### src/rtl/core/nps_pkg.sv
// nps_pkg: types, codes and defaults shared by the note priority stack.
// Used by nps_front, nps_engine and note_priority_stack; depends on nothing.
package nps_pkg;

    localparam int unsigned TABLE_DEPTH_DEF = 32;
    localparam int unsigned QUEUE_DEPTH     = 2;

    typedef enum logic {
        OP_PRESS   = 1'b0,
        OP_RELEASE = 1'b1
    } key_op_t;

    typedef enum logic [1:0] {
        MODE_LOWEST  = 2'd0,
        MODE_HIGHEST = 2'd1,
        MODE_LATEST  = 2'd2
    } prio_mode_t;

    typedef enum logic {
        ENG_LOOKUP = 1'b0,
        ENG_APPLY  = 1'b1
    } eng_state_t;

    typedef struct packed {
        key_op_t     operation;
        logic [6:0]  key_number;
        logic [15:0] key_velocity;
    } in_item_t;

    typedef struct packed {
        logic        is_empty;
        logic [5:0]  held_count;
        logic [6:0]  top_note;
        logic [15:0] top_velocity;
        logic        top_first_flag;
        logic [31:0] top_stamp;
        logic [6:0]  runner_note;
        logic [15:0] runner_velocity;
        logic        runner_first_flag;
        logic [31:0] runner_stamp;
    } out_item_t;

    // Command handed from the front queue to the table engine
    typedef struct packed {
        key_op_t     op;
        logic [6:0]  note;
        logic [15:0] velocity;
    } cmd_t;

    typedef struct packed {
        logic [6:0]  note;
        logic [15:0] velocity;
        logic        first;
        logic [31:0] stamp;
    } entry_t;

endpackage

### src/rtl/core/nps_front.sv
// nps_front: input side of the note priority stack; takes key events,
// decodes them into commands and queues them for the table engine. Uses nps_pkg.
module nps_front import nps_pkg::*; (
    input  logic     aclk,
    input  logic     aresetn,
    input  logic     s_valid,
    output logic     s_ready,
    input  in_item_t s_item,
    output logic     cmd_valid,
    input  logic     cmd_ready,
    output cmd_t     cmd
);

    localparam int unsigned PTR_W = (QUEUE_DEPTH > 1) ? $clog2(QUEUE_DEPTH) : 1;
    localparam int unsigned LVL_W = $clog2(QUEUE_DEPTH + 1);

    cmd_t             slot_reg [QUEUE_DEPTH];
    logic [PTR_W-1:0] wr_ptr_reg, wr_ptr_next;
    logic [PTR_W-1:0] rd_ptr_reg, rd_ptr_next;
    logic [LVL_W-1:0] level_reg, level_next;
    cmd_t             in_cmd;
    logic             push, pop;

    // Decode: velocity means nothing on a release, so drop it there
    always_comb begin
        in_cmd.op       = s_item.operation;
        in_cmd.note     = s_item.key_number;
        in_cmd.velocity = (s_item.operation == OP_PRESS) ? s_item.key_velocity : 16'd0;
    end

    assign s_ready   = (level_reg != LVL_W'(QUEUE_DEPTH));
    assign cmd_valid = (level_reg != '0);
    assign cmd       = slot_reg[rd_ptr_reg];
    assign push      = s_valid && s_ready;
    assign pop       = cmd_valid && cmd_ready;

    always_comb begin
        wr_ptr_next = wr_ptr_reg;
        rd_ptr_next = rd_ptr_reg;
        level_next  = level_reg;
        if (push) begin
            wr_ptr_next = (wr_ptr_reg == PTR_W'(QUEUE_DEPTH - 1)) ? '0 : wr_ptr_reg + 1'b1;
        end
        if (pop) begin
            rd_ptr_next = (rd_ptr_reg == PTR_W'(QUEUE_DEPTH - 1)) ? '0 : rd_ptr_reg + 1'b1;
        end
        if (push && !pop) begin
            level_next = level_reg + 1'b1;
        end else if (pop && !push) begin
            level_next = level_reg - 1'b1;
        end
    end

    always_ff @(posedge aclk) begin
        if (!aresetn) begin
            wr_ptr_reg <= '0;
            rd_ptr_reg <= '0;
            level_reg  <= '0;
        end else begin
            wr_ptr_reg <= wr_ptr_next;
            rd_ptr_reg <= rd_ptr_next;
            level_reg  <= level_next;
        end
    end

    always_ff @(posedge aclk) begin
        if (push) begin
            slot_reg[wr_ptr_reg] <= in_cmd;
        end
    end

`ifndef NO_ASSERTIONS
    a_level_bound: assert property (@(posedge aclk) disable iff (!aresetn)
        level_reg <= LVL_W'(QUEUE_DEPTH))
        else $error("front queue level beyond depth");

    a_level_track: assert property (@(posedge aclk) disable iff (!aresetn)
        (push && !pop) |=> (level_reg == $past(level_reg) + 1'b1))
        else $error("front queue level lost a transfer");

    a_no_pop_empty: assert property (@(posedge aclk) disable iff (!aresetn)
        (level_reg == '0) |-> !pop)
        else $error("command taken from an empty queue");
`endif

endmodule

### config.mk
export PLATFORM = sky130hd
export DESIGN_NAME = nps_front
export DESIGN_NICKNAME = d
export VERILOG_FILES = /design/src/rtl/core/nps_pkg.sv /design/src/rtl/core/nps_front.sv
export SDC_FILE = /design/constraint.sdc
export NUM_CORES = 1
export LEC_CHECK = 0
export BUFFER_PORTS_ARGS = -buffer_cell sky130_fd_sc_hd__buf_4
export CAP_MARGIN = 20
export CORE_MARGIN = 4
export CORE_UTILIZATION = 30
export CTS_BUF_LIST = sky130_fd_sc_hd__clkbuf_16
export CTS_CLUSTER_SIZE = 16
export DETAILED_ROUTE_END_ITERATION = 8
export HOLD_SLACK_MARGIN = 0.15
export SYNTH_ARGS = -nofsm -noshare
export SYNTH_HDL_FRONTEND = slang
export SYNTH_SLANG_ARGS = --single-unit
### constraint.sdc
create_clock -name aclk -period 2.2 [get_ports aclk]
set_clock_uncertainty 0.15 [all_clocks]
set_input_delay 0.11 -clock aclk [delete_from_list [all_inputs] [get_ports aclk]]
set_output_delay 0.11 -clock aclk [all_outputs]
set_load 0.05 [all_outputs]
==> key figures <==
Placement
  • Placer congestion estimate: 0.659
  • IO Port Bufs: 53
  • HPWL after detailed placement: 2560 µm

Global routing
  • Total GRT Usage: 9.95%
  • Antenna violations before repair: 0
  • Largest net degree at the start of global routing: 19
  • First-pass GRT wire length: 6350 µm
  • GRT overflow: 0
  • Vias in the first global route: 1319

Worst setup path
  • CP Launch Type: flip-flop
  • Critical Path, Cell by Cell: buf_4, mux2_2, buf_4
  • Crit-path most repeated cell: buf_4
  • Crit-path max FO: 17
  • CP bufs+invs: 2
  • Critical Path Sink Type: primary output
  • Max stage delay cell, worst path: mux2_2
  • Data required time of the worst path: 1.94 ns
  • CP top delay family: buffers and inverters
  • CP Data Arrival Time: 1.44 ns
  • CP peak stage delay: 0.38 ns
  • Crit Path Class: flip-flop to primary output

Synth
  • Yosys top cell area share: 69.5%
  • Synthesized area: 0.00207 mm²
  • Cell variety after synth: 21
  • Cell taking the most area after synthesis: edfxtp_1
  • Syn nets: 145
  • Post-synth EDFFs: 48
  • Register area share after synthesis: 74.4%
  • Post-Syn Instances: 116
  • Synth Area per Inst: 17.9 µm²
  • Count leader, synth: edfxtp_1
  • #FFs+latches synth: 53
  • Synth top cells by count: edfxtp_1, mux2_2, nor2b_1, dfxtp_1, and2_1
  • Synth top area cells: edfxtp_1, mux2_2, dfxtp_1, nor2b_1, and2_1
  • Asr flop ratio synth: 0%
  • Ys Warns: 0
  • Synth Flop Type: edfxtp_1

Finish
  • Max reg flops: 48
  • Register Area: 0.00154 mm²
  • Layout area overhead: 45.7%
  • Footprint of the multi-input gates: 509 µm²
  • Fin nets: 235
  • Antenna Cells: 0
  • Fillers: 630
  • Layout cells sized above 1: 44.9%

Clock tree
  • Clock sink count: 53
  • CTS tree: built
  • Clk buf depth: 2
  • Clk slew on worst S/H paths: 0.07 ns
  • Resized cells post-CTS: 0
  • CTS Buf Count: 5
  • # hold bufs at CTS: 28
  • Post-CTS Setup Inserts: 0
  • Worst-skew pair later-pin latency: 0.28 ns
  • Htree depth: 2
  • Root buffer cell: clkbuf_16

Timing
  • Hold slack: 0.148 ns
  • Setup TNS: 0 ns
  • Fin. Hold Viols: 0
  • RSZ-0062 raised after global routing: false
  • Period Utilization, post-route: 77.3%
  • Slew Limit Fails: 0
  • Max-Slew Margin vs Limit: 83.1%
  • Tmin final: 1.70 ns
  • Max Freq: 588 MHz
  • Worst-margin pin slew: 0.254 ns
  • Final setup vio count: 0

Route
  • Vias per cell: 4.38
  • DRC viols: 0
  • Total vias in the final route: 1257
  • Avg WL per Cell: 13.6 µm
  • Pre-antenna DRT Iters: 4
  • Post-DRT Antenna Nets: 0
  • DR iter-0 viols: 28
  • Routed WL: 3920 µm

Floorplan
  • Core box area: 0.00676 mm²
  • Die Span Y: 91.1 µm
  • DIE AREA: 0.00830 mm²
  • Row count: 30
  • Initial Utilization: 30.7%
  • Die width: 91.1 µm
  • Top Ports: 54

Flow run
  • Max Cap Viol: 0

Power and ir drop
  • LEAKAGE: 1.16 nW
  • Pwr dens: 1150 mW/mm²
  • Overall Power: 3.48 mW
  • Peak VDD IR: 0.000417 V

Outcome
  • Status: finished, final reports clean

Worst hold path
  • HP Class: input pin to flip-flop
logic make-up after synthesis:
family / synth area share (%)
flip-flops: 74.4
AND/OR/NAND/NOR: 7.97
multiplexers: 13.0
AO/OA/AOI/OAI: 1.69
buffers and inverters: 1.09
XOR/XNOR: 1.27
adder cells (fa/ha/maj): 0.603
final cells by class:
cell class,count,area share [%]
clock buffer,5,4.14
clock inverter,3,0.580
inverter,1,0.124
multi-input combinational,58,16.9
sequential,53,51.0
tap,80,3.31
timing repair buffer,87,23.9
tightest hold or removal path, cell delays in order:
cell and delay, ns:
buf_4 0.08, o21ai_1 0.09, xnor2_1 0.17, and2_1 0.12
layout by cell type, fill, tap and decap left out, drive strengths merged:
master       netlist  routed
a21bo              1       1
a21boi             2       2
and2               4       4
and3               1       1
buf                3      59
clkbuf             1       5
clkinv             0       3
dfxtp              5       5
dlygate4sd3        0      28
edfxtp            48      48
ha                 1       1
inv                1       1
mux2              24      24
nand2b             1       1
nand3b             1       1
nor2b             16      16
o21ai              2       2
or2                1       1
or3                1       1
xnor2              2       2
xor2               1       1
per-stage QoR:
| stage | instances | cell area, µm² | utilization [%] | worst slack (ns) |
|---|---|---|---|---|
| after global placement | 251 | 2600 | 38.4 | 0.532 |
| after floorplan | 116 | 2070 | - | 0.334 |
| after detailed placement | 251 | 2600 | 38.4 | 0.506 |
| after global routing | 287 | 3020 | 44.7 | 0.399 |
| final | 287 | 3020 | 44.7 | 0.500 |
| after CTS | 287 | 3020 | 44.7 | 0.475 |
where the power goes:
| group | internal, mW | switching (mW) | total (mW) |
|---|---|---|---|
| logic | 0.532 | 0.891 | 1.42 |
| registers | 1.27 | 0.0490 | 1.32 |
| clock network | 0.417 | 0.319 | 0.736 |
| total | 2.22 | 1.26 | 3.48 |
per-layer routing:
metal / global-route usage, % / share of wire (%) / wire length (µm)
met2: 17.4 / 54 / 2100
met5: 0 / 0 / 0
met4: 3.39 / 0.59 / 23
met3: 3.40 / 4.9 / 190
met1: 11.3 / 41 / 1600
worst paths after layout:
| kind | end | cells past startpoint | slack, ns | from |
|---|---|---|---|---|
| setup / recovery | cmd[17] | 3 | 0.50 | flip-flop |
| hold / removal | rd_ptr_reg$_SDFFE_PN0P_ | 4 | 0.15 | cmd_ready |
| hold reg to reg | level_reg[1]$_SDFFE_PN0P_ | 2 | 0.40 | level_reg[1]$_SDFFE_PN0P_ |
| setup reg to reg | level_reg[1]$_SDFFE_PN0P_ | 5 | 0.50 | level_reg[0]$_SDFFE_PN0P_ |
No activity file was read; power rests on OpenSTA's default activity.
